[src/hdl/dual_stepper_ramp_pulser_defines.svh]
// ---------------------------------------------------------------------------
// Assertion macros for the dual stepper ramp pulser
// Shared property wrappers clocked on clk_i and disabled during reset.
// ---------------------------------------------------------------------------
`ifndef DUAL_STEPPER_RAMP_PULSER_DEFINES_SVH
`define DUAL_STEPPER_RAMP_PULSER_DEFINES_SVH

// same-cycle implication
`define DSRP_ASSERT_IMP(lbl, ante, cons) \
  lbl: assert property (@(posedge clk_i) disable iff (!rst_ni) (ante) |-> (cons)) \
    else $error("dsrp: implication check failed");

// next-cycle implication
`define DSRP_ASSERT_NXT(lbl, ante, cons) \
  lbl: assert property (@(posedge clk_i) disable iff (!rst_ni) (ante) |=> (cons)) \
    else $error("dsrp: next-cycle check failed");

`endif

[src/hdl/dsrp_pkg.sv]
// ---------------------------------------------------------------------------
// dsrp_pkg
// Shared types, codes and reset constants of the dual stepper ramp pulser.
// ---------------------------------------------------------------------------
`default_nettype none

package dsrp_pkg;

  localparam logic [7:0]  START_PERIOD_RST   = 8'd43;
  localparam logic [15:0] ACCEL_TICKS_RST    = 16'd1975;
  localparam logic [15:0] DECEL_TICKS_RST    = 16'd1053;
  localparam logic [15:0] RETARGET_TICKS_RST = 16'd2107;
  localparam logic [7:0]  TARGET_RST         = 8'd16;

  // command codes; the top three are unused and do nothing
  typedef enum logic [2:0] {
    MODE_TICK    = 3'd0,
    MODE_START   = 3'd1,
    MODE_STOP    = 3'd2,
    MODE_TGT_ONE = 3'd3,
    MODE_TGT_TWO = 3'd4,
    MODE_RSVD5   = 3'd5,
    MODE_RSVD6   = 3'd6,
    MODE_RSVD7   = 3'd7
  } mode_e;

  typedef enum logic [1:0] {
    REG_START_PERIOD = 2'd0,
    REG_ACCEL_TICKS  = 2'd1,
    REG_DECEL_TICKS  = 2'd2,
    REG_RETARGET     = 2'd3
  } reg_idx_e;

  // drive from the ramp sequencer to the pulse counters
  typedef struct packed {
    logic [7:0] period_one;
    logic [7:0] period_two;
    logic       advance;
  } drive_t;

  // flag values after the current transfer
  typedef struct packed {
    logic [1:0] settled;
    logic [1:0] enable;
    logic       busy;
    logic       running;
  } status_t;

endpackage

`default_nettype wire

[src/hdl/dsrp_pulse.sv]
// ---------------------------------------------------------------------------
// dsrp_pulse
// One step channel: 8-bit wrapping counter compared against the half-period.
// ---------------------------------------------------------------------------
`default_nettype none

module dsrp_pulse (
  input  wire logic       clk_i,
  input  wire logic       rst_ni,
  input  wire logic       adv_i,
  input  wire logic [7:0] period_i,
  output logic            level_nxt_o
);

  `include "dual_stepper_ramp_pulser_defines.svh"

  logic [7:0] count_q, count_d, count_inc;
  logic       level_q, level_d;

  always_comb begin
    count_inc = count_q + 8'd1;
    count_d   = count_q;
    level_d   = level_q;
    if (adv_i) begin
      if (count_inc >= period_i) begin
        level_d = ~level_q;
        count_d = count_inc - period_i;
      end else begin
        count_d = count_inc;
      end
    end
  end

  assign level_nxt_o = level_d;

  always_ff @(posedge clk_i or negedge rst_ni) begin
    if (!rst_ni) begin
      count_q <= '0;
      level_q <= 1'b0;
    end else begin
      count_q <= count_d;
      level_q <= level_d;
    end
  end

  `DSRP_ASSERT_NXT(a_level_holds, !adv_i, $stable(level_q))
  `DSRP_ASSERT_NXT(a_count_holds, !adv_i, $stable(count_q))
  `DSRP_ASSERT_IMP(a_count_below, adv_i && period_i != 8'd0 && count_q < period_i,
                   count_d < period_i)

endmodule

`default_nettype wire

[src/hdl/dsrp_ramp.sv]
// ---------------------------------------------------------------------------
// dsrp_ramp
// Command decode, ramp sequencer, period/target state and config registers.
// ---------------------------------------------------------------------------
`default_nettype none

module dsrp_ramp (
  input  wire logic         clk_i,
  input  wire logic         rst_ni,
  input  wire logic         accept_i,
  input  wire logic [2:0]   mode_i,
  input  wire logic [7:0]   value_i,
  input  wire logic         cfg_we_i,
  input  wire logic [1:0]   cfg_idx_i,
  input  wire logic [15:0]  cfg_data_i,
  output dsrp_pkg::drive_t  drive_o,
  output dsrp_pkg::status_t status_o
);

  `include "dual_stepper_ramp_pulser_defines.svh"

  typedef enum logic [4:0] {
    PH_IDLE   = 5'b00001,
    PH_ACCEL  = 5'b00010,
    PH_DECEL  = 5'b00100,
    PH_RT_ONE = 5'b01000,
    PH_RT_TWO = 5'b10000
  } phase_e;

  logic [7:0]  start_period_q;
  logic [15:0] accel_ticks_q, decel_ticks_q, retarget_ticks_q;

  phase_e      phase_q, phase_d;
  logic [15:0] cnt_q, cnt_d;
  logic [7:0]  p1_q, p1_d, p2_q, p2_d, t1_q, t1_d, t2_q, t2_d;
  logic [1:0]  settled_q, settled_d, enable_q, enable_d;
  logic        run_q, run_d;
  logic        do_accel, do_decel;
  logic        is_tick;

  assign is_tick = (mode_i == dsrp_pkg::MODE_TICK);

  always_comb begin
    phase_d   = phase_q;
    cnt_d     = cnt_q;
    p1_d      = p1_q;
    p2_d      = p2_q;
    t1_d      = t1_q;
    t2_d      = t2_q;
    settled_d = settled_q;
    enable_d  = enable_q;
    run_d     = run_q;
    do_accel  = 1'b0;
    do_decel  = 1'b0;

    if (accept_i) begin
      if (is_tick) begin
        if (phase_q != PH_IDLE) begin
          if (cnt_q > 16'd1) begin
            cnt_d = cnt_q - 16'd1;
          end else begin
            cnt_d = '0;
            case (phase_q)
              PH_ACCEL: do_accel = 1'b1;
              PH_DECEL: do_decel = 1'b1;
              PH_RT_ONE: begin
                if (p1_q < t1_q)      p1_d = p1_q + 8'd1;
                else if (p1_q > t1_q) p1_d = p1_q - 8'd1;
                if (p1_d == t1_q) begin
                  settled_d[0] = 1'b1;
                  phase_d      = PH_IDLE;
                end else begin
                  cnt_d = retarget_ticks_q;
                end
              end
              PH_RT_TWO: begin
                if (p2_q < t2_q)      p2_d = p2_q + 8'd1;
                else if (p2_q > t2_q) p2_d = p2_q - 8'd1;
                if (p2_d == t2_q) begin
                  settled_d[1] = 1'b1;
                  phase_d      = PH_IDLE;
                end else begin
                  cnt_d = retarget_ticks_q;
                end
              end
              default: phase_d = PH_IDLE;
            endcase
          end
        end
      end else if (phase_q == PH_IDLE) begin
        case (mode_i)
          dsrp_pkg::MODE_START: begin
            p1_d      = start_period_q;
            p2_d      = start_period_q;
            run_d     = 1'b1;
            enable_d  = 2'b11;
            settled_d = 2'b00;
            do_accel  = 1'b1;
          end
          dsrp_pkg::MODE_STOP: begin
            settled_d = 2'b00;
            do_decel  = 1'b1;
          end
          dsrp_pkg::MODE_TGT_ONE: begin
            if (value_i != 8'd0) begin
              t1_d = value_i;
              if (p1_q == value_i) begin
                settled_d[0] = 1'b1;
              end else begin
                settled_d[0] = 1'b0;
                cnt_d        = retarget_ticks_q;
                phase_d      = PH_RT_ONE;
              end
            end
          end
          dsrp_pkg::MODE_TGT_TWO: begin
            if (value_i != 8'd0) begin
              t2_d = value_i;
              if (p2_q == value_i) begin
                settled_d[1] = 1'b1;
              end else begin
                settled_d[1] = 1'b0;
                cnt_d        = retarget_ticks_q;
                phase_d      = PH_RT_TWO;
              end
            end
          end
          default: ;
        endcase
      end
    end

    // one step of the start ramp, on the periods chosen above
    if (do_accel) begin
      if (p1_d > t1_q || p2_d > t2_q) begin
        if (p1_d > t1_q) p1_d = p1_d - 8'd1; else settled_d[0] = 1'b1;
        if (p2_d > t2_q) p2_d = p2_d - 8'd1; else settled_d[1] = 1'b1;
        cnt_d   = accel_ticks_q;
        phase_d = PH_ACCEL;
      end else begin
        p1_d      = t1_q;
        p2_d      = t2_q;
        settled_d = 2'b11;
        phase_d   = PH_IDLE;
      end
    end

    // one step of the stop ramp
    if (do_decel) begin
      if (p1_d < start_period_q || p2_d < start_period_q) begin
        if (p1_d < start_period_q) begin
          p1_d = p1_d + 8'd1;
        end else begin
          settled_d[0] = 1'b1;
          enable_d[0]  = 1'b0;
        end
        if (p2_d < start_period_q) begin
          p2_d = p2_d + 8'd1;
        end else begin
          settled_d[1] = 1'b1;
          enable_d[1]  = 1'b0;
        end
        cnt_d   = decel_ticks_q;
        phase_d = PH_DECEL;
      end else begin
        settled_d = 2'b11;
        enable_d  = 2'b00;
        run_d     = 1'b0;
        phase_d   = PH_IDLE;
      end
    end
  end

  always_ff @(posedge clk_i or negedge rst_ni) begin
    if (!rst_ni) begin
      phase_q   <= PH_IDLE;
      cnt_q     <= '0;
      p1_q      <= '0;
      p2_q      <= '0;
      t1_q      <= dsrp_pkg::TARGET_RST;
      t2_q      <= dsrp_pkg::TARGET_RST;
      settled_q <= '0;
      enable_q  <= '0;
      run_q     <= 1'b0;
    end else begin
      phase_q   <= phase_d;
      cnt_q     <= cnt_d;
      p1_q      <= p1_d;
      p2_q      <= p2_d;
      t1_q      <= t1_d;
      t2_q      <= t2_d;
      settled_q <= settled_d;
      enable_q  <= enable_d;
      run_q     <= run_d;
    end
  end

  always_ff @(posedge clk_i or negedge rst_ni) begin
    if (!rst_ni) begin
      start_period_q   <= dsrp_pkg::START_PERIOD_RST;
      accel_ticks_q    <= dsrp_pkg::ACCEL_TICKS_RST;
      decel_ticks_q    <= dsrp_pkg::DECEL_TICKS_RST;
      retarget_ticks_q <= dsrp_pkg::RETARGET_TICKS_RST;
    end else if (cfg_we_i) begin
      case (cfg_idx_i)
        dsrp_pkg::REG_START_PERIOD: start_period_q   <= cfg_data_i[7:0];
        dsrp_pkg::REG_ACCEL_TICKS:  accel_ticks_q    <= cfg_data_i;
        dsrp_pkg::REG_DECEL_TICKS:  decel_ticks_q    <= cfg_data_i;
        dsrp_pkg::REG_RETARGET:     retarget_ticks_q <= cfg_data_i;
        default: ;
      endcase
    end
  end

  // counters run on the periods held before this transfer
  assign drive_o.period_one = p1_q;
  assign drive_o.period_two = p2_q;
  assign drive_o.advance    = accept_i && is_tick && run_q;

  assign status_o.settled = settled_d;
  assign status_o.enable  = enable_d;
  assign status_o.busy    = (phase_d != PH_IDLE);
  assign status_o.running = run_d;

  `DSRP_ASSERT_IMP(a_enable_needs_run, enable_q != 2'b00, run_q)
  `DSRP_ASSERT_NXT(a_busy_ignores_cmd, accept_i && !is_tick && phase_q != PH_IDLE,
                   $stable(p1_q) && $stable(p2_q) && $stable(t1_q) && $stable(t2_q))
  `DSRP_ASSERT_IMP(a_idle_count_zero_ok, phase_q == PH_IDLE && accept_i && is_tick,
                   phase_d == PH_IDLE)

endmodule

`default_nettype wire

[src/hdl/dual_stepper_ramp_pulser.sv]
// ---------------------------------------------------------------------------
// dual_stepper_ramp_pulser
// Two-channel stepper pulse generator with start, stop and retarget ramps.
// ---------------------------------------------------------------------------
// Usage:
//   Slave stream carries commands: tuser = mode (tick, start, stop, set
//   target one/two), tdata = value. Every accepted transfer yields exactly
//   one master transfer holding the step levels and status flags as they
//   stand after that command.
//   Config port writes start_period, accel_ticks, decel_ticks and
//   retarget_ticks at any edge with cfg_we_i high; write only while idle.
//   Latency: the result is valid the cycle after the input transfer.
//   Throughput: one command per cycle; the single pass of compare and
//   counter update between the command and the result register sets this.
//   A stalled master side holds the result; the slave side keeps taking
//   commands only while the result register is empty or being drained.
//   Reset: periods and counters clear, targets return to 16, config
//   registers to their defaults, no result pending.
// ---------------------------------------------------------------------------
`default_nettype none

module dual_stepper_ramp_pulser (
  input  wire logic        clk_i,
  input  wire logic        rst_ni,
  input  wire logic        s_axis_tvalid,
  output logic             s_axis_tready,
  input  wire logic [7:0]  s_axis_tdata,   // [7:0] value
  input  wire logic [2:0]  s_axis_tuser,   // [2:0] mode
  output logic             m_axis_tvalid,
  input  wire logic        m_axis_tready,
  // [0] step_one [1] step_two [2] settled_one [3] settled_two
  // [4] enable_one [5] enable_two [6] busy_res [7] running
  output logic [7:0]       m_axis_tdata,
  input  wire logic        cfg_we_i,
  input  wire logic [1:0]  cfg_idx_i,
  input  wire logic [15:0] cfg_data_i
);

  `include "dual_stepper_ramp_pulser_defines.svh"

  logic              accept;
  logic              lvl_one, lvl_two;
  logic              m_valid_q;
  logic [7:0]        m_data_q;
  dsrp_pkg::drive_t  drive;
  dsrp_pkg::status_t status;

  assign s_axis_tready = !m_valid_q || m_axis_tready;
  assign accept        = s_axis_tvalid && s_axis_tready;

  dsrp_ramp u_ramp (
    .clk_i      (clk_i),
    .rst_ni     (rst_ni),
    .accept_i   (accept),
    .mode_i     (s_axis_tuser),
    .value_i    (s_axis_tdata),
    .cfg_we_i   (cfg_we_i),
    .cfg_idx_i  (cfg_idx_i),
    .cfg_data_i (cfg_data_i),
    .drive_o    (drive),
    .status_o   (status)
  );

  dsrp_pulse u_pulse_one (
    .clk_i       (clk_i),
    .rst_ni      (rst_ni),
    .adv_i       (drive.advance),
    .period_i    (drive.period_one),
    .level_nxt_o (lvl_one)
  );

  dsrp_pulse u_pulse_two (
    .clk_i       (clk_i),
    .rst_ni      (rst_ni),
    .adv_i       (drive.advance),
    .period_i    (drive.period_two),
    .level_nxt_o (lvl_two)
  );

  always_ff @(posedge clk_i or negedge rst_ni) begin
    if (!rst_ni) begin
      m_valid_q <= 1'b0;
    end else if (accept) begin
      m_valid_q <= 1'b1;
    end else if (m_axis_tready) begin
      m_valid_q <= 1'b0;
    end
  end

  always_ff @(posedge clk_i) begin
    if (accept) begin
      m_data_q <= {status.running, status.busy, status.enable, status.settled,
                   lvl_two, lvl_one};
    end
  end

  assign m_axis_tvalid = m_valid_q;
  assign m_axis_tdata  = m_data_q;

  `DSRP_ASSERT_NXT(a_accept_fills, accept, m_valid_q)
  `DSRP_ASSERT_NXT(a_result_kept, m_valid_q && !m_axis_tready, $stable(m_data_q))
  `DSRP_ASSERT_IMP(a_no_advance_idle, !accept, !drive.advance)

endmodule

`default_nettype wire
[config.mk]
export PLATFORM = sky130hd
export DESIGN_NAME = dual_stepper_ramp_pulser
export DESIGN_NICKNAME = d
export VERILOG_FILES = /design/src/hdl/dsrp_pkg.sv /design/src/hdl/dsrp_pulse.sv /design/src/hdl/dsrp_ramp.sv /design/src/hdl/dual_stepper_ramp_pulser.sv
export VERILOG_INCLUDE_DIRS = /design/src /design/src/hdl
export SDC_FILE = /design/constraint.sdc
export NUM_CORES = 1
export LEC_CHECK = 0
export ABC_AREA = 1
export BUFFER_PORTS_ARGS = -buffer_cell sky130_fd_sc_hd__buf_2
export CAP_MARGIN = 25
export CORE_AREA = 2 2 148 150
export CTS_CLUSTER_DIAMETER = 200
export CTS_CLUSTER_SIZE = 14
export DETAILED_ROUTE_END_ITERATION = 6
export DIE_AREA = 0 0 150 152
export PLACE_DENSITY = 0.8
export SYNTH_ARGS = -nofsm -noshare
export SYNTH_HDL_FRONTEND = slang
export SYNTH_SLANG_ARGS = --single-unit
[constraint.sdc]
create_clock -name clk_i -period 5.6 [get_ports clk_i]
set_clock_uncertainty 0.2 [all_clocks]
set_input_delay 1.12 -clock clk_i [delete_from_list [all_inputs] [get_ports clk_i]]
set_output_delay 1.12 -clock clk_i [all_outputs]
set_load 0.01 [all_outputs]
==> impl_metrics.prom, run 1 <==
# TYPE chip_impl_metric gauge
chip_impl_metric{name="finalWorstSetupSlack",unit="ns"} 0.0288
chip_impl_metric{name="syn_avg_cell_area",unit="um^2"} 6.65
chip_impl_metric{name="achievable-frequency",unit="MHz"} 179
chip_impl_metric{name="io_buffers",unit=""} 43
chip_impl_metric{name="dieWidth",unit="um"} 150
chip_impl_info{name="worst_path_max_delay_cell",value="sky130_fd_sc_hd__dfstp_2"} 1
chip_impl_metric{name="setup_total_negative_slack",unit="ns"} 0
chip_impl_info{name="outcome",value="complete, no violations"} 1
chip_impl_metric{name="slew_violations",unit=""} 0
chip_impl_metric{name="drc_errors",unit=""} 0
chip_impl_info{name="clock_tree_from_tritoncts",value="yes"} 1
chip_impl_metric{name="vdd_ir_drop_max",unit="uV"} 201
chip_impl_metric{name="dieHeight",unit="um"} 152
chip_impl_metric{name="place.detailed.hpwl",unit="um"} 28900
chip_impl_metric{name="drt_iter0_markers",unit=""} 1144
chip_impl_metric{name="ys_async_sr_fraction",unit="%"} 94.3
chip_impl_metric{name="final-hold-violation-count",unit=""} 0
chip_impl_metric{name="gp_congestion",unit=""} 0.993
chip_impl_metric{name="dpl_cell_area",unit="um^2"} 13500
chip_impl_metric{name="drt_wl_total",unit="um"} 39100
chip_impl_metric{name="clkTransAtPathRegs",unit="ns"} 0.07
chip_impl_metric{name="setup_violations",unit=""} 0
chip_impl_metric{name="number_of_global_route_vias_before_repair",unit=""} 12600
chip_impl_metric{name="path_length_in_cells_of_the_critical_path",unit=""} 41
chip_impl_metric{name="antenna_left",unit=""} 0
chip_impl_metric{name="share_of_layout_cells_above_drive_strength_1",unit="%"} 21.7
chip_impl_metric{name="finalInstanceArea",unit="um^2"} 14700
chip_impl_metric{name="clock_sink_count",unit=""} 141
chip_impl_metric{name="final_hold_slack",unit="ns"} 0.245
chip_impl_metric{name="path_max_fanout",unit=""} 7
chip_impl_metric{name="antenna-diode-count",unit=""} 0
chip_impl_metric{name="critical_path_required",unit="ns"} 5.73
chip_impl_metric{name="power.density_cell_area",unit="nW/um^2"} 308
chip_impl_info{name="critical-path-top-delay-family",value="simple AND/OR/NAND/NOR gates"} 1
chip_impl_metric{name="finalWorstPathRequiredPeriod",unit="ns"} 5.57
chip_impl_metric{name="design.die.area",unit="um^2"} 22800
chip_impl_metric{name="fin_cells",unit=""} 2283
chip_impl_info{name="critical_path_source_type",value="flop"} 1
chip_impl_metric{name="synthCells",unit=""} 1817
chip_impl_metric{name="max_cap_viol_count",unit=""} 0
chip_impl_metric{name="placed_cells",unit=""} 2227
chip_impl_metric{name="worst-slew-pin-transition",unit="ns"} 0.740
chip_impl_metric{name="dr_total_vias",unit=""} 13100
chip_impl_metric{name="synthesis.area",unit="um^2"} 12100
chip_impl_metric{name="numCtsBuffers",unit=""} 17
chip_impl_metric{name="final_core_utilization",unit="%"} 68.7
chip_impl_metric{name="worst_case_clock_buffer_depth",unit=""} 2
chip_impl_metric{name="clock_latency",unit="ns"} 0.44
chip_impl_metric{name="route.detailed.wl_per_inst",unit="um"} 17.1
chip_impl_metric{name="viasPerCell",unit=""} 5.74
chip_impl_metric{name="nNetsFinal",unit=""} 2100
chip_impl_metric{name="total_leakage_power",unit="nW"} 7.41
chip_impl_metric{name="drt_pass1_iterations",unit=""} 7
chip_impl_info{name="cp_common_cell",value="sky130_fd_sc_hd__nand2_1"} 1
chip_impl_metric{name="io_pins",unit=""} 44
chip_impl_metric{name="grt_start_max_net_pins",unit=""} 102
chip_impl_metric{name="layout-area-overhead-vs-synth",unit="%"} 21.5
chip_impl_metric{name="track_usage",unit="%"} 34.0
chip_impl_metric{name="synthesis_stage_register_bit_count",unit=""} 141
chip_impl_info{name="worstSetupPathType",value="flop to flop"} 1
chip_impl_info{name="worstHoldPathType",value="input pin to asynchronous set/reset pin"} 1
chip_impl_metric{name="ctsHtreeMaxLevel",unit=""} 4
chip_impl_metric{name="cp_num_buf_inv",unit=""} 8
chip_impl_metric{name="synth_sequential_area_ratio",unit="%"} 29.8
chip_impl_metric{name="post-route-period-util",unit="%"} 99.5
chip_impl_metric{name="initial_antenna_violation_count",unit=""} 0
chip_impl_metric{name="timing.reg2reg.worst_path_depth",unit=""} 41
chip_impl_metric{name="postSynthNetCount",unit=""} 1927
chip_impl_metric{name="grt_pass1_wl",unit="um"} 61900
chip_impl_metric{name="core_area",unit="um^2"} 21400
chip_impl_metric{name="count_of_flip_flops_with_a_built_in_enable_after_synthesis",unit=""} 8
chip_impl_metric{name="timing.slew.headroom",unit="%"} 50.3
chip_impl_metric{name="total_power",unit="mW"} 4.53
chip_impl_info{name="clk_root_buffer_cell",value="sky130_fd_sc_hd__clkbuf_16"} 1
chip_impl_metric{name="worst_path_largest_cell_delay",unit="ns"} 0.58
chip_impl_metric{name="detailedPlace.worstSlack",unit="ns"} -0.200
chip_impl_metric{name="synth.distinct_cells",unit=""} 54
chip_impl_metric{name="placement_rows",unit=""} 54
chip_impl_info{name="synth_top_flop_cell",value="sky130_fd_sc_hd__dfrtp_1"} 1
chip_impl_metric{name="yosysWarnings",unit=""} 0
chip_impl_metric{name="initial_utilization",unit="%"} 56.6
chip_impl_metric{name="cp.arrival",unit="ns"} 5.71
chip_impl_info{name="endpoint_kind",value="flop"} 1
chip_impl_metric{name="grt_remaining_overflow",unit=""} 0
-- what timing repair did --
action | 4_1_cts | 5_1_grt
cloned | 0 | 0
setup buffers | 1 | 20
setup endpoints to repair | 1 | 45
pin swaps | 1 | 38
resized for setup | 0 | 110
hold buffers | 0 | 0
-- final cells by class --
class / instances / area (um^2)
clock buffer: 18 / 429
clock inverter: 14 / 144
timing repair buffer: 208 / 1540
inverter: 277 / 1050
sequential: 141 / 3600
multi-input combinational: 1345 / 7550
tap: 280 / 350
fill: 1875 / 6670
-- worst paths after layout --
check | from | endpoint | slack (ns)
worst min-delay path | rst_ni | u_pulse_one.count_q[5]$_DFFE_PN0P_ | 0.24
worst max register to register | u_ramp.t1_q[4]$_DFFE_PN1P_ | u_ramp.p1_q[7]$_DFF_PN0_ | 0.03
worst max-delay path | u_ramp.t1_q[4]$_DFFE_PN1P_ | u_ramp.p1_q[7]$_DFF_PN0_ | 0.03
worst min register to register | u_pulse_two.level_q$_DFF_PN0_ | u_pulse_two.level_q$_DFF_PN0_ | 0.28
max in group asynchronous | rst_ni | u_ramp.phase_q[0]$_DFF_PN1_ | 3.83
min in group clk_i | u_pulse_two.level_q$_DFF_PN0_ | u_pulse_two.level_q$_DFF_PN0_ | 0.28
-- cells in the mapped netlist (all sizes together), types with 2 or more instances --
library cell / instances / area (um^2)
a21boi: 2 / 22.5
a21o: 2 / 15.0
a21oi: 100 / 512
a221o: 2 / 20.0
a22oi: 14 / 110
a31oi: 4 / 25.0
buf: 17 / 109
clkbuf: 37 / 139
clkinv: 2 / 8.75
dfrtp: 106 / 2650
dfstp: 27 / 709
edfxtp: 8 / 240
fa: 2 / 40.0
ha: 74 / 926
inv: 275 / 1040
nand2: 521 / 1990
nand3: 121 / 668
nand3b: 3 / 22.5
nand4: 26 / 184
nor2: 144 / 638
nor3: 23 / 125
nor4: 7 / 43.8
o2111ai: 2 / 17.5
o211ai: 9 / 67.6
o21a: 4 / 30.0
o21ai: 206 / 1050
o221ai: 2 / 17.5
o22ai: 5 / 31.3
or2: 3 / 18.8
xnor2: 9 / 78.8
xor2: 58 / 508
-- state kept, by name, summed over array words and instances (netlist names), 16 cells and up --
register and cells:
u_ramp.retarget_ticks_q 16, u_ramp.cnt_q 16, u_ramp.decel_ticks_q 16, u_ramp.accel_ticks_q 16
-- cells by family after synthesis --
kind of cell,Yosys count,synth area share (%)
xor gates and xnor gates,67,4.86
and+or+nand+nor,848,30.6
adders and majority gates,76,8.00
buffers and inverters,331,10.7
AOI/OAI and AO/OA,354,16.0
DFF,141,29.8
-- layout by cell type (no fill, tap or decap), types with 17 or more instances in the layout --
cell type                   synthesis  layout
sky130_fd_sc_hd__a21oi_1           99      95
sky130_fd_sc_hd__dfrtp_1          106     105
sky130_fd_sc_hd__nand4_1           24      24
sky130_fd_sc_hd__nand2_2            8      43
sky130_fd_sc_hd__dfstp_2           27      27
sky130_fd_sc_hd__nand3_1          113     110
sky130_fd_sc_hd__inv_1            252     234
sky130_fd_sc_hd__inv_2             22      39
sky130_fd_sc_hd__o21ai_0          189     182
sky130_fd_sc_hd__clkbuf_16          0      17
sky130_fd_sc_hd__nand2_1          511     473
sky130_fd_sc_hd__nor2_2            11      18
sky130_fd_sc_hd__nor3_1            21      21
sky130_fd_sc_hd__xor2_1            58      58
sky130_fd_sc_hd__nor2_1           126     114
sky130_fd_sc_hd__buf_2              9      42
sky130_fd_sc_hd__buf_4              2     157
sky130_fd_sc_hd__ha_1              74      63
-- power by group --
| group | internal, mW | switching (mW) |
|---|---|---|
| Clock | 0.596 | 0.547 |
| Sequential | 1.25 | 0.183 |
| Combinational | 0.735 | 1.22 |
-- routing by layer --
layer	track usage, %	wire length, um
met1	42.8	15300
met2	56.6	19200
met3	4.56	2590
met4	17.4	1930
met5	0	0
No activity file was read; power rests on OpenSTA's default activity.
==> run 2, diff against run 1 <==
--- a/config.mk
+++ b/config.mk
@@ -14,7 +14,8 @@
 export CTS_CLUSTER_SIZE = 14
 export DETAILED_ROUTE_END_ITERATION = 6
 export DIE_AREA = 0 0 150 152
-export PLACE_DENSITY = 0.8
+export PLACE_DENSITY_LB_ADDON = 0.25
+export SLEW_MARGIN = 20
 export SYNTH_ARGS = -nofsm -noshare
 export SYNTH_HDL_FRONTEND = slang
 export SYNTH_SLANG_ARGS = --single-unit
==> impl_metrics.prom, run 2 (synthesis results as in run 1) <==
# TYPE chip_impl_metric gauge
chip_impl_metric{name="setup_violations",unit=""} 0
chip_impl_metric{name="slew_violations",unit=""} 0
chip_impl_metric{name="netSwitchingFraction",unit="%"} 42.2
chip_impl_info{name="critical_path_source_type",value="flop"} 1
chip_impl_info{name="worstSetupPathType",value="flop to flop"} 1
chip_impl_metric{name="drt_iter0_markers",unit=""} 1104
chip_impl_metric{name="track_usage",unit="%"} 33.3
chip_impl_info{name="clk_root_buffer_cell",value="sky130_fd_sc_hd__clkbuf_16"} 1
chip_impl_metric{name="initial_utilization",unit="%"} 56.6
chip_impl_metric{name="timing.reg2reg.worst_path_depth",unit=""} 41
chip_impl_metric{name="combPwrFrac",unit="%"} 42.8
chip_impl_metric{name="post-route-period-util",unit="%"} 96.0
chip_impl_metric{name="antenna_left",unit=""} 0
chip_impl_metric{name="detailedPlace.worstSlack",unit="ns"} -0.250
chip_impl_info{name="cp_common_cell",value="sky130_fd_sc_hd__nand2_1"} 1
chip_impl_metric{name="clock_latency",unit="ns"} 0.44
chip_impl_info{name="min_to",value="u_pulse_one.level_q$_DFF_PN0_"} 1
chip_impl_info{name="r2r-end",value="u_ramp.p2_q[7]$_DFF_PN0_"} 1
chip_impl_metric{name="proportion_of_power_drawn_by_the_clock_network",unit="%"} 26.1
chip_impl_info{name="endpoint_kind",value="flop"} 1
chip_impl_metric{name="core_area",unit="um^2"} 21400
chip_impl_metric{name="dr_total_vias",unit=""} 12900
chip_impl_metric{name="numCtsBuffers",unit=""} 17
chip_impl_metric{name="clock_sink_count",unit=""} 141
chip_impl_metric{name="layout-area-overhead-vs-synth",unit="%"} 20.9
chip_impl_metric{name="path_max_fanout",unit=""} 5
chip_impl_info{name="r2r_start",value="u_ramp.t1_q[4]$_DFFE_PN1P_"} 1
chip_impl_metric{name="power_switching",unit="mW"} 1.93
chip_impl_metric{name="ctsHtreeMaxLevel",unit=""} 4
chip_impl_metric{name="dieHeight",unit="um"} 152
chip_impl_info{name="worstHoldPathType",value="flop to flop"} 1
chip_impl_metric{name="dieWidth",unit="um"} 150
chip_impl_metric{name="viasPerCell",unit=""} 5.68
chip_impl_metric{name="placement_rows",unit=""} 54
chip_impl_metric{name="final-hold-violation-count",unit=""} 0
chip_impl_metric{name="drt_wl_total",unit="um"} 38200
chip_impl_metric{name="total_leakage_power",unit="nW"} 7.37
chip_impl_metric{name="clkTransAtPathRegs",unit="ns"} 0.07
chip_impl_metric{name="route.detailed.wl_per_inst",unit="um"} 16.8
chip_impl_metric{name="grt_remaining_overflow",unit=""} 0
chip_impl_metric{name="layout.filler_cells",unit=""} 1912
chip_impl_metric{name="place.detailed.hpwl",unit="um"} 28600
chip_impl_metric{name="nNetsFinal",unit=""} 2091
chip_impl_metric{name="critical_path_required",unit="ns"} 5.73
chip_impl_metric{name="io_buffers",unit=""} 43
chip_impl_metric{name="vdd_ir_drop_max",unit="uV"} 235
chip_impl_info{name="launch_instance_of_the_worst_min_delay_path",value="u_pulse_one.level_q$_DFF_PN0_"} 1
chip_impl_metric{name="design.die.area",unit="um^2"} 22800
chip_impl_metric{name="io_pins",unit=""} 44
chip_impl_metric{name="drt_pass1_iterations",unit=""} 7
chip_impl_info{name="clock_tree_from_tritoncts",value="yes"} 1
chip_impl_metric{name="cp.arrival",unit="ns"} 5.50
chip_impl_metric{name="finalWorstPathRequiredPeriod",unit="ns"} 5.38
chip_impl_info{name="failing_checks",value="design-rule violations"} 1
chip_impl_metric{name="gp_congestion",unit=""} 0.998
chip_impl_metric{name="achievable-frequency",unit="MHz"} 186
chip_impl_metric{name="finalWorstSetupSlack",unit="ns"} 0.223
chip_impl_metric{name="worst_path_largest_cell_delay",unit="ns"} 0.55
chip_impl_metric{name="total_power",unit="mW"} 4.58
chip_impl_metric{name="reg2reg_setup_slack",unit="ns"} 0.22
chip_impl_metric{name="initial_antenna_violation_count",unit=""} 0
chip_impl_metric{name="timing.slew.headroom",unit="%"} 35.2
chip_impl_metric{name="worst-slew-pin-transition",unit="ns"} 0.970
chip_impl_info{name="layout_commonest_cell",value="sky130_fd_sc_hd__nand2_1"} 1
chip_impl_metric{name="drc_errors",unit=""} 1
chip_impl_metric{name="grt_pass1_wl",unit="um"} 59900
chip_impl_metric{name="cts_hold_repair.buffers",unit=""} 0
chip_impl_info{name="worst_path_max_delay_cell",value="sky130_fd_sc_hd__dfstp_2"} 1
chip_impl_metric{name="timing.hold.worst_path_depth",unit=""} 1
chip_impl_metric{name="grt_start_max_net_pins",unit=""} 84
chip_impl_metric{name="setup_total_negative_slack",unit="ns"} 0
chip_impl_metric{name="worst_case_clock_buffer_depth",unit=""} 2
chip_impl_info{name="outcome",value="finished, violations left"} 1
chip_impl_metric{name="number_of_global_route_vias_before_repair",unit=""} 12000
chip_impl_metric{name="max_cap_viol_count",unit=""} 0
chip_impl_metric{name="antenna-diode-count",unit=""} 0
chip_impl_info{name="mostFrequentLayoutCells",value="sky130_fd_sc_hd__nand2_1 (485), sky130_fd_sc_hd__inv_1 (238), sky130_fd_sc_hd__o21ai_0 (182), sky130_fd_sc_hd__buf_4 (144), sky130_fd_sc_hd__nor2_1 (114)"} 1
chip_impl_metric{name="power.density_cell_area",unit="nW/um^2"} 314
chip_impl_metric{name="p_seq_share",unit="%"} 31.1
chip_impl_metric{name="internal_power",unit="mW"} 2.65
chip_impl_metric{name="share_of_layout_cells_above_drive_strength_1",unit="%"} 20.6
## run 2: changes by cell type in the layout (fill, tap and decap cells not counted), moves of 3 or more
cell / before / now
sky130_fd_sc_hd__ha_4: 11 / 5
sky130_fd_sc_hd__buf_4: 157 / 144
sky130_fd_sc_hd__nand2_1: 473 / 485
sky130_fd_sc_hd__ha_1: 63 / 68
sky130_fd_sc_hd__buf_6: 4 / 7
sky130_fd_sc_hd__inv_2: 39 / 34
sky130_fd_sc_hd__inv_4: 0 / 3
sky130_fd_sc_hd__inv_8: 6 / 2
sky130_fd_sc_hd__nand2_2: 43 / 28
sky130_fd_sc_hd__inv_1: 234 / 238
## run 2: metal layers
metal  global-route usage, %  vias to the layer above  routed length (um)
met5                       0                        -                   0
met2                    55.9                      599               18700
met4                    15.5                        0                1650
met3                    5.11                      130                2520
li1                        -                     6206                   -
met1                    41.8                     5978               15400
## run 2: how the worst max path moves through the flow
stage | from | to | slack (ns) | cells after the start
CTS | u_ramp.t1_q[4]$_DFFE_PN1P_ | m_axis_tdata[6]$_DFFE_PP_ | 0.01 | 37
detailed placement | s_axis_tuser[2] | m_axis_tdata[6]$_DFFE_PP_ | -0.25 | 37
global route | u_ramp.t1_q[2]$_DFFE_PN0P_ | u_ramp.p2_q[7]$_DFF_PN0_ | -0.13 | 42
global placement | s_axis_tuser[2] | m_axis_tdata[6]$_DFFE_PP_ | -0.12 | 36
finish | u_ramp.t1_q[4]$_DFFE_PN1P_ | u_ramp.p2_q[7]$_DFF_PN0_ | 0.22 | 41
floorplan | s_axis_tuser[1] | m_axis_tdata[6]$_DFFE_PP_ | 0.02 | 34
## run 2: stage by stage
stage / instance area [um^2] / util, % / hold slack, ns / std cells
2_1_floorplan: 12100 / - / 0.239 / 1817
3_3_place_gp: 13400 / 62.9 / 0.255 / 2217
3_5_place_dp: 13400 / 63.0 / 0.258 / 2218
4_1_cts: 14000 / 65.8 / 0.269 / 2250
5_1_grt: 14600 / 68.4 / 0.297 / 2274
6_report: 14600 / 68.4 / 0.268 / 2274
## run 2: power groups by stage
stage / sequential (mW) / clock (mW) / combinational [mW]
finish: 1.43 / 1.19 / 1.96
global route: 1.45 / 1.25 / 2.21
CTS: 1.42 / 1.20 / 1.90
detailed placement: 1.44 / 0 / 1.87
global placement: 1.43 / 0 / 1.83
floorplan: 1.39 / 0 / 1.44
## run 2: final cells by class
| cell class | instances | area (um^2) | share of cell area (%) |
|---|---|---|---|
| Sequential cell | 141 | 3600 | 24.7 |
| Multi-Input combinational cell | 1345 | 7520 | 51.5 |
| Clock buffer | 18 | 429 | 2.94 |
| Timing Repair Buffer | 199 | 1470 | 10.1 |
| Inverter | 277 | 1060 | 7.23 |
| Clock inverter | 14 | 170 | 1.17 |
| Tap cell | 280 | 350 | 2.40 |
## run 2: what timing repair did
| item | in CTS | in global routing |
|---|---|---|
| setup endpoints to repair | 0 | 45 |
| setup buffers | 0 | 23 |
| gates resized for setup | 0 | 106 |
## run 2: critical path: cells and delay by family, from the launching register on
| kind | cells | cell delay [ns] |
|---|---|---|
| DFF | 1 | 0.55 |
| and+or+nand+nor | 21 | 1.87 |
| adders and majority gates | 3 | 0.70 |
| buffers and inverters | 11 | 1.17 |
| AOI/OAI and AO/OA | 6 | 0.75 |
